**config.mk**
```make
export PLATFORM = sky130hd
export DESIGN_NAME = hdlc_frame_receiver
export DESIGN_NICKNAME = d
export VERILOG_FILES = /design/src/sv/hdlc_rx_pkg.sv /design/src/sv/hdlc_rx_front.sv /design/src/sv/hdlc_rx_queue.sv /design/src/sv/hdlc_rx_back.sv /design/src/sv/hdlc_frame_receiver.sv
export SDC_FILE = /design/constraint.sdc
export NUM_CORES = 1
export LEC_CHECK = 0
export BUFFER_PORTS_ARGS = -buffer_cell sky130_fd_sc_hd__buf_2
export CORE_MARGIN = 3
export CORE_UTILIZATION = 35
export DETAILED_ROUTE_END_ITERATION = 6
export PLACE_DENSITY = 0.54
export SLEW_MARGIN = 20
export SYNTH_ARGS = -nofsm -noshare
export SYNTH_HDL_FRONTEND = slang
export SYNTH_SLANG_ARGS = --single-unit
```
**constraint.sdc**
```tcl
create_clock -name clk -period 10.9 [get_ports clk]
set_input_delay 0.545 -clock clk [delete_from_list [all_inputs] [get_ports clk]]
set_output_delay 0.545 -clock clk [all_outputs]
set_load 0.02 [all_outputs]
```
**src/sv/hdlc_rx_pkg.sv**
```systemverilog
// ----------------------------------------------------------------------------
// HDLC receiver package
// Shared constants, status codes and the token type that travels from the
// destuffing front end to the frame checker.
// ----------------------------------------------------------------------------
package hdlc_rx_pkg;

  localparam int BYTE_W = 8;
  localparam int LEN_W  = 11;

  localparam logic [BYTE_W-1:0] FLAG_BYTE = 8'h7E;
  localparam logic [BYTE_W-1:0] ESC_BYTE  = 8'h7D;
  localparam logic [BYTE_W-1:0] ESC_XOR   = 8'h20;

  localparam logic [LEN_W-1:0] INDEX_MAX = 11'd2047;

  // Result kinds.
  localparam logic KIND_DATA   = 1'b0;
  localparam logic KIND_STATUS = 1'b1;

  // Frame status codes.
  localparam logic [2:0] STAT_SUP_OK   = 3'd0;
  localparam logic [2:0] STAT_INFO_OK  = 3'd1;
  localparam logic [2:0] STAT_HDR_ERR  = 3'd2;
  localparam logic [2:0] STAT_PAY_ERR  = 3'd3;
  localparam logic [2:0] STAT_FMT_ERR  = 3'd4;

  // Token queue between front and back.
  localparam int QUEUE_DEPTH = 4;
  localparam int QPTR_W      = 2;

  typedef struct packed {
    logic              is_close;  // closing flag rather than a data byte
    logic              esc;       // closing flag came right after an escape
    logic [BYTE_W-1:0] data;      // unescaped byte
  } token_t;

endpackage

```
**src/sv/hdlc_rx_front.sv**
```systemverilog
// ----------------------------------------------------------------------------
// HDLC receiver front end
// Hunts for the opening flag, removes escapes and turns each line byte into
// at most one token: an unescaped data byte or a closing flag.
// ----------------------------------------------------------------------------
module hdlc_rx_front (
  input  logic                      clk,
  input  logic                      rst,
  input  logic                      in_valid,
  output logic                      in_stall,
  input  logic [7:0]                rx_byte,
  input  logic                      q_full,
  output logic                      push,
  output hdlc_rx_pkg::token_t       push_tok
);
  import hdlc_rx_pkg::*;

  logic in_frame;
  logic esc_pending;
  logic any_seen;
  logic accept;
  logic is_flag;

  assign in_stall = q_full;
  assign accept   = in_valid && !q_full;
  assign is_flag  = (rx_byte == FLAG_BYTE);

  always_comb begin
    push              = 1'b0;
    push_tok.is_close = 1'b0;
    push_tok.esc      = esc_pending;
    push_tok.data     = esc_pending ? (rx_byte ^ ESC_XOR) : rx_byte;
    if (accept && in_frame) begin
      if (is_flag) begin
        // Back-to-back flags with nothing between them are dropped here.
        push_tok.is_close = 1'b1;
        push              = any_seen || esc_pending;
      end else if (!(rx_byte == ESC_BYTE && !esc_pending)) begin
        push = 1'b1;
      end
    end
  end

  always_ff @(posedge clk) begin
    if (rst) begin
      in_frame    <= 1'b0;
      esc_pending <= 1'b0;
      any_seen    <= 1'b0;
    end else if (accept) begin
      if (is_flag) begin
        in_frame    <= 1'b1;
        esc_pending <= 1'b0;
        any_seen    <= 1'b0;
      end else if (in_frame) begin
        if (rx_byte == ESC_BYTE && !esc_pending) begin
          esc_pending <= 1'b1;
        end else begin
          esc_pending <= 1'b0;
          any_seen    <= 1'b1;
        end
      end
    end
  end

endmodule

```
**src/sv/hdlc_rx_queue.sv**
```systemverilog
// ----------------------------------------------------------------------------
// HDLC receiver token queue
// Short FIFO that decouples the destuffing front end from the frame checker.
// ----------------------------------------------------------------------------
module hdlc_rx_queue (
  input  logic                      clk,
  input  logic                      rst,
  input  logic                      push,
  input  hdlc_rx_pkg::token_t       push_tok,
  output logic                      full,
  output logic                      q_valid,
  output hdlc_rx_pkg::token_t       q_tok,
  input  logic                      pop
);
  import hdlc_rx_pkg::*;

  token_t            mem [QUEUE_DEPTH];
  logic [QPTR_W-1:0] wr_ptr;
  logic [QPTR_W-1:0] rd_ptr;
  logic [QPTR_W:0]   count;

  assign full    = (count == (QPTR_W+1)'(QUEUE_DEPTH));
  assign q_valid = (count != '0);
  assign q_tok   = mem[rd_ptr];

  always_ff @(posedge clk) begin
    if (push) begin
      mem[wr_ptr] <= push_tok;
    end
  end

  always_ff @(posedge clk) begin
    if (rst) begin
      wr_ptr <= '0;
      rd_ptr <= '0;
      count  <= '0;
    end else begin
      if (push) begin
        wr_ptr <= wr_ptr + 1'b1;
      end
      if (pop) begin
        rd_ptr <= rd_ptr + 1'b1;
      end
      if (push && !pop) begin
        count <= count + 1'b1;
      end else if (pop && !push) begin
        count <= count - 1'b1;
      end
    end
  end

endmodule

```
**src/sv/hdlc_rx_back.sv**
```systemverilog
// ----------------------------------------------------------------------------
// HDLC receiver back end
// Tracks the frame header and block checks, holds payload one byte back and
// drives the registered result port.
// ----------------------------------------------------------------------------
module hdlc_rx_back #(
  parameter int MAX_PAYLOAD = 1024
) (
  input  logic                      clk,
  input  logic                      rst,
  input  logic                      cfg_write_en,
  input  logic [10:0]               cfg_write_data,
  input  logic                      q_valid,
  input  hdlc_rx_pkg::token_t       q_tok,
  output logic                      pop,
  output logic                      out_valid,
  input  logic                      out_stall,
  output logic                      out_kind,
  output logic [7:0]                data_byte,
  output logic [2:0]                frame_status,
  output logic [7:0]                frame_addr,
  output logic [7:0]                frame_ctrl,
  output logic [10:0]               payload_len
);
  import hdlc_rx_pkg::*;

  localparam logic [LEN_W-1:0] LIM_MAX = LEN_W'(MAX_PAYLOAD);

  logic [LEN_W-1:0]  limit;
  logic [LEN_W-1:0]  byte_index, byte_index_next;
  logic [BYTE_W-1:0] hdr_addr, hdr_addr_next;
  logic [BYTE_W-1:0] hdr_ctrl, hdr_ctrl_next;
  logic              header_good, header_good_next;
  logic [BYTE_W-1:0] held_byte, held_byte_next;
  logic [BYTE_W-1:0] running_xor, running_xor_next;
  logic              overflow_seen, overflow_seen_next;
  logic              ovf_now;

  logic              res_valid;
  logic              res_kind;
  logic [BYTE_W-1:0] res_data;
  logic [2:0]        res_status;
  logic [BYTE_W-1:0] res_addr;
  logic [BYTE_W-1:0] res_ctrl;
  logic [LEN_W-1:0]  res_len;

  // A token is taken whenever the output register is empty or being drained.
  assign pop = q_valid && (!out_valid || !out_stall);

  // The limit is clamped once, when written.
  always_ff @(posedge clk) begin
    if (rst) begin
      limit <= LIM_MAX;
    end else if (cfg_write_en) begin
      if (cfg_write_data == '0) begin
        limit <= LEN_W'(1);
      end else if (cfg_write_data > LIM_MAX) begin
        limit <= LIM_MAX;
      end else begin
        limit <= cfg_write_data;
      end
    end
  end

  always_comb begin
    byte_index_next    = byte_index;
    hdr_addr_next      = hdr_addr;
    hdr_ctrl_next      = hdr_ctrl;
    header_good_next   = header_good;
    held_byte_next     = held_byte;
    running_xor_next   = running_xor;
    overflow_seen_next = overflow_seen;
    ovf_now            = overflow_seen;
    res_valid          = 1'b0;
    res_kind           = KIND_DATA;
    res_data           = '0;
    res_status         = STAT_SUP_OK;
    res_addr           = '0;
    res_ctrl           = '0;
    res_len            = '0;
    if (pop) begin
      if (q_tok.is_close) begin
        res_valid = 1'b1;
        res_kind  = KIND_STATUS;
        res_addr  = hdr_addr;
        res_ctrl  = hdr_ctrl;
        if (q_tok.esc || overflow_seen || byte_index < LEN_W'(3) ||
            byte_index == LEN_W'(4)) begin
          res_status = STAT_FMT_ERR;
        end else if (!header_good) begin
          res_status = STAT_HDR_ERR;
        end else if (byte_index == LEN_W'(3)) begin
          res_status = STAT_SUP_OK;
        end else begin
          res_len    = byte_index - LEN_W'(4);
          res_status = (running_xor == '0) ? STAT_INFO_OK : STAT_PAY_ERR;
        end
        byte_index_next    = '0;
        hdr_addr_next      = '0;
        hdr_ctrl_next      = '0;
        header_good_next   = 1'b0;
        held_byte_next     = '0;
        running_xor_next   = '0;
        overflow_seen_next = 1'b0;
      end else if (byte_index == LEN_W'(0)) begin
        hdr_addr_next   = q_tok.data;
        byte_index_next = byte_index + 1'b1;
      end else if (byte_index == LEN_W'(1)) begin
        hdr_ctrl_next   = q_tok.data;
        byte_index_next = byte_index + 1'b1;
      end else if (byte_index == LEN_W'(2)) begin
        header_good_next = (q_tok.data == (hdr_addr ^ hdr_ctrl));
        byte_index_next  = byte_index + 1'b1;
      end else begin
        running_xor_next = running_xor ^ q_tok.data;
        if (byte_index >= LEN_W'(4)) begin
          // The held byte becomes payload byte number byte_index - 3.
          ovf_now            = overflow_seen || ((byte_index - LEN_W'(3)) > limit);
          overflow_seen_next = ovf_now;
          if (header_good && !ovf_now) begin
            res_valid = 1'b1;
            res_data  = held_byte;
          end
        end
        held_byte_next = q_tok.data;
        if (byte_index != INDEX_MAX) begin
          byte_index_next = byte_index + 1'b1;
        end
      end
    end
  end

  always_ff @(posedge clk) begin
    if (rst) begin
      byte_index    <= '0;
      hdr_addr      <= '0;
      hdr_ctrl      <= '0;
      header_good   <= 1'b0;
      held_byte     <= '0;
      running_xor   <= '0;
      overflow_seen <= 1'b0;
      out_valid     <= 1'b0;
    end else begin
      byte_index    <= byte_index_next;
      hdr_addr      <= hdr_addr_next;
      hdr_ctrl      <= hdr_ctrl_next;
      header_good   <= header_good_next;
      held_byte     <= held_byte_next;
      running_xor   <= running_xor_next;
      overflow_seen <= overflow_seen_next;
      if (pop) begin
        out_valid <= res_valid;
      end else if (!out_stall) begin
        out_valid <= 1'b0;
      end
    end
  end

  always_ff @(posedge clk) begin
    if (pop && res_valid) begin
      out_kind     <= res_kind;
      data_byte    <= res_data;
      frame_status <= res_status;
      frame_addr   <= res_addr;
      frame_ctrl   <= res_ctrl;
      payload_len  <= res_len;
    end
  end

endmodule

```
**src/sv/hdlc_frame_receiver.sv**
```systemverilog
// ----------------------------------------------------------------------------
// HDLC frame receiver
// Byte-stuffed frame deframer with XOR header and payload block checks.
//
//   Channel   Direction  Handshake            Payload
//   input     in         in_valid / in_stall  rx_byte
//   result    out        out_valid/out_stall  out_kind, data_byte, frame_status,
//                                             frame_addr, frame_ctrl, payload_len
//   config    in         cfg_write_en         cfg_write_data (max_payload_len)
//
// One line byte is taken per cycle while in_stall is low. A token is queued
// when its byte is transferred, waits in the token queue and, when popped,
// loads the result register, from which the result is transferred once
// out_stall is low. The four-entry token queue absorbs output stalls;
// in_stall rises only when it is full. Reset clears the control state and
// sets the payload limit to MAX_PAYLOAD.
// ----------------------------------------------------------------------------
module hdlc_frame_receiver #(
  parameter int MAX_PAYLOAD = 1024
) (
  input  logic        clk,
  input  logic        rst,
  input  logic        in_valid,
  output logic        in_stall,
  input  logic [7:0]  rx_byte,
  input  logic        cfg_write_en,
  input  logic [10:0] cfg_write_data,
  output logic        out_valid,
  input  logic        out_stall,
  output logic        out_kind,
  output logic [7:0]  data_byte,
  output logic [2:0]  frame_status,
  output logic [7:0]  frame_addr,
  output logic [7:0]  frame_ctrl,
  output logic [10:0] payload_len
);
  import hdlc_rx_pkg::*;

  logic   push;
  token_t push_tok;
  logic   q_full;
  logic   q_valid;
  token_t q_tok;
  logic   pop;

  hdlc_rx_front u_front (
    .clk      (clk),
    .rst      (rst),
    .in_valid (in_valid),
    .in_stall (in_stall),
    .rx_byte  (rx_byte),
    .q_full   (q_full),
    .push     (push),
    .push_tok (push_tok)
  );

  hdlc_rx_queue u_queue (
    .clk      (clk),
    .rst      (rst),
    .push     (push),
    .push_tok (push_tok),
    .full     (q_full),
    .q_valid  (q_valid),
    .q_tok    (q_tok),
    .pop      (pop)
  );

  hdlc_rx_back #(
    .MAX_PAYLOAD (MAX_PAYLOAD)
  ) u_back (
    .clk            (clk),
    .rst            (rst),
    .cfg_write_en   (cfg_write_en),
    .cfg_write_data (cfg_write_data),
    .q_valid        (q_valid),
    .q_tok          (q_tok),
    .pop            (pop),
    .out_valid      (out_valid),
    .out_stall      (out_stall),
    .out_kind       (out_kind),
    .data_byte      (data_byte),
    .frame_status   (frame_status),
    .frame_addr     (frame_addr),
    .frame_ctrl     (frame_ctrl),
    .payload_len    (payload_len)
  );

endmodule

```
==> results by group <==
Worst setup path
  • Startpoint types: flip-flop
  • Crit Path Max Fanout: 39
  • Worst path required time: 10.95 ns
  • CP Class: reg -> reg
  • Critical path capture point type: flip-flop
  • Data arrival, critical path: 3.81 ns

Final layout
  • Post-Layout Inst Area: 7760 um^2
  • Area Growth Syn to Fin: 15.7%
  • Nets: 727
  • Fraction of layout cells with a size suffix above 1: 16.8%
  • Post-Layout Cell Count: 920
  • Number of inserted diodes: 0

GRT
  • First-pass GRT wire length: 23500 um
  • Vias in the first global route: 4439
  • Met2 Use GR: 22.7%
  • Initial antenna violation count: 0
  • Global routing's busiest layer: met2
  • Met3 usage: 3.41%
  • Met1 Track Usage GR: 20.0%
  • Global route overflow: 0
  • Largest net degree at the start of global routing: 54
  • Tot GR Track Use: 14.6%

Yosys
  • Mapped Area: 6710 um^2
  • Commonest cells post-synth: nor2_1, edfxtp_1, dfxtp_1
  • Synth top area share: 35.4%
  • Post-Synthesis Cells: 627
  • Synth area leaders: edfxtp_1, dfxtp_1, nor2_1
  • Synth cell types: 49
  • Seq/Total Area, Yosys: 56.0%
  • Top_reg_cell synth: edfxtp_1
  • Syn nets: 676
  • Cell type with the largest total area after synthesis: edfxtp_1
  • Flops & latches, synth: 148
  • Most common cell in the netlist: nor2_1
  • EDFF count, synth: 79
  • Yosys warns: 0
  • Synth async-reset ratio: 0%
  • Post-Syn Area per Cell: 10.7 um^2

Route
  • Wirelength per Cell: 15.9 um
  • Drc violations: 0
  • Routed vias/inst: 5.06
  • Vias: 4651
  • DR iter-0 viols: 359
  • Routed Antenna Nets: 0
  • DR pass1 iterations: 5
  • DRT Wirelength: 14600 um

Flow run
  • Max Cap Viol: 0

Power
  • Pleak: 0.00312 uW
  • Clock share of power: 37.5%
  • Maximum VDD drop: 0.000118 V
  • Sw frac: 30.0%
  • Combinational power share: 18.4%
  • Net switching power: 452 uW
  • Internal power: 1060 uW
  • Power Density: 194 nW/um^2
  • Seq pwr share: 44.1%

STA
  • Slew Limit Headroom: 40.6%
  • Worst-Margin Slew: 0.891 ns
  • RSZ-0062 raised after global routing: no
  • Final Slew Violations: 0
  • Final Skew: 0.0183 ns
  • Min cycle time layout: 3.76 ns
  • Final hold violation count: 0
  • Setup violators final: 0
  • Max Clk Rate: 0.266 GHz
  • Setup TNS: 0 ns
  • Final worst-path cycle share: 34.5%

Floorplan
  • Number of top-level pins: 65
  • Initial core utilization: 36.5%
  • Num rows: 49
  • Die Y: 144 um
  • Core Area: 18400 um^2
  • Area of the die: 20900 um^2
  • Die Wd: 144 um

CTS
  • Clk Latency, worst-skew pair: 0.43 ns
  • PostCTS Resize Cnt: 0
  • H-tree depth: 4
  • # hold bufs at CTS: 0
  • CTS buffer count: 17
  • Sinks on the clock net: 148
  • CTS tree: done
  • Reg clk slew, reported paths: 0.06 ns
  • Clock Tree Root: clkbuf_16
  • Setup bufs post-CTS: 0
  • Longest Clk Path Bufs: 2

Worst hold path
  • HP Class: in -> reg

Placement
  • Dpl cells: 888
  • HPWL after DPL: 10300 um
  • Post-DP Area: 7180 um^2
  • Final Wtd Congestion: 0.811
  • Number of port buffers: 64

Outcome
  • Status: completed
==> cell type report <==
class	count	area (um^2)
clock buffers	21	493
clock inverters	11	85.1
fillers	1766	10600
inverters	27	101
multi-input cells	417	2700
flip-flops and latches	148	3750
well taps	229	287
repair buffers	67	343
==> layout by cell type (no fill, tap or decap), types with 3 or more instances in the layout <==
| cell type | n |
|---|---|
| a21oi_1 | 22 |
| nand2b_1 | 3 |
| nor2b_1 | 3 |
| inv_1 | 27 |
| and3_1 | 16 |
| buf_2 | 64 |
| clkinv_4 | 4 |
| nor2_1 | 112 |
| xnor2_1 | 38 |
| or3_1 | 3 |
| nand4_1 | 8 |
| mux4_2 | 10 |
| nand3_1 | 12 |
| a31oi_1 | 29 |
| nand2_1 | 45 |
| mux2i_1 | 4 |
| nor3_1 | 12 |
| nor3b_1 | 4 |
| o21ai_0 | 7 |
| and2_1 | 14 |
| dfxtp_1 | 69 |
| clkbuf_16 | 19 |
| nor4_1 | 8 |
| xor2_1 | 14 |
| a22oi_1 | 3 |
| ha_1 | 24 |
| inv_6 | 3 |
| edfxtp_1 | 79 |
| buf_4 | 3 |
| inv_4 | 3 |
==> cell families (layout without fill, tap and decap cells) <==
kind of cell	count (synthesis)	in the layout	synth area share (%)
and+or+nand+nor	252	252	17.7
AOI/OAI and AO/OA	73	73	6.75
xor gates and xnor gates	52	52	6.79
muxes	15	15	4.12
DFF	148	148	56.0
buffers and inverters	62	126	3.92
adders and majority gates	25	25	4.78
==> path summary, 6_finish.rpt <==
| check | end | slack [ns] | cells past startpoint | startpoint |
|---|---|---|---|---|
| worst max-delay path | u_back.frame_ctrl[0] | 7.14 | 11 | u_back.byte_index[4] |
| worst min-delay path | u_queue.mem[3][4] | 0.35 | 1 | rx_byte[4] |
| worst max register to register | u_back.frame_ctrl[0] | 7.14 | 11 | u_back.byte_index[4] |
| worst min register to register | u_back.limit[6] | 0.47 | 2 | u_back.limit[6] |
==> through the flow <==
step	hold WS (ns)	setup slack [ns]	power (uW)	utilization, %
after floorplan	0.441	7.02	872	-
after global placement	0.462	7.14	944	39.0
after detailed placement	0.466	7.01	952	39.0
after CTS	0.329	7.11	1520	42.2
after global routing	0.338	6.74	1590	42.2
final	0.347	7.14	1510	42.2
==> metal layers <==
metal  vias up  routed length [um]
met4         0                 121
met5         -                   0
met3         8                 635
li1       2306                   -
met2       104                6760
met1      2233                7060
==> critical path, cell delays in order, from the launching register on <==
cell     delay (ns)
dfxtp_1        0.43
or4_1          0.68
nor3_1         0.29
o21ai_0        0.17
xnor2_1        0.20
ha_1           0.27
a21o_1         0.16
a21oi_1        0.19
a31oi_1        0.22
a21o_2         0.27
nand2_1        0.06
buf_4          0.42
==> power by group through the flow <==
| stage | sequential [uW] | combinational, uW | clock (uW) |
|---|---|---|---|
| after global placement | 676 | 268 | 0 |
| after floorplan | 674 | 197 | 0 |
| after CTS | 667 | 276 | 581 |
| final | 666 | 277 | 566 |
| after detailed placement | 679 | 274 | 0 |
| after global routing | 673 | 306 | 606 |
==> registers in the layout, indices dropped and copies added (netlist names), 3 cells and up, named ones only <==
register,count
u_back.frame_ctrl,8
u_back.running_xor,8
u_back.held_byte,8
u_back.hdr_addr,8
u_back.hdr_ctrl,8
u_back.payload_len,11
u_back.limit,11
u_queue.mem,40
u_back.byte_index,11
u_queue.count,3
u_back.data_byte,8
u_back.frame_status,3
u_back.frame_addr,8
No activity file was read; power rests on OpenSTA's default activity.
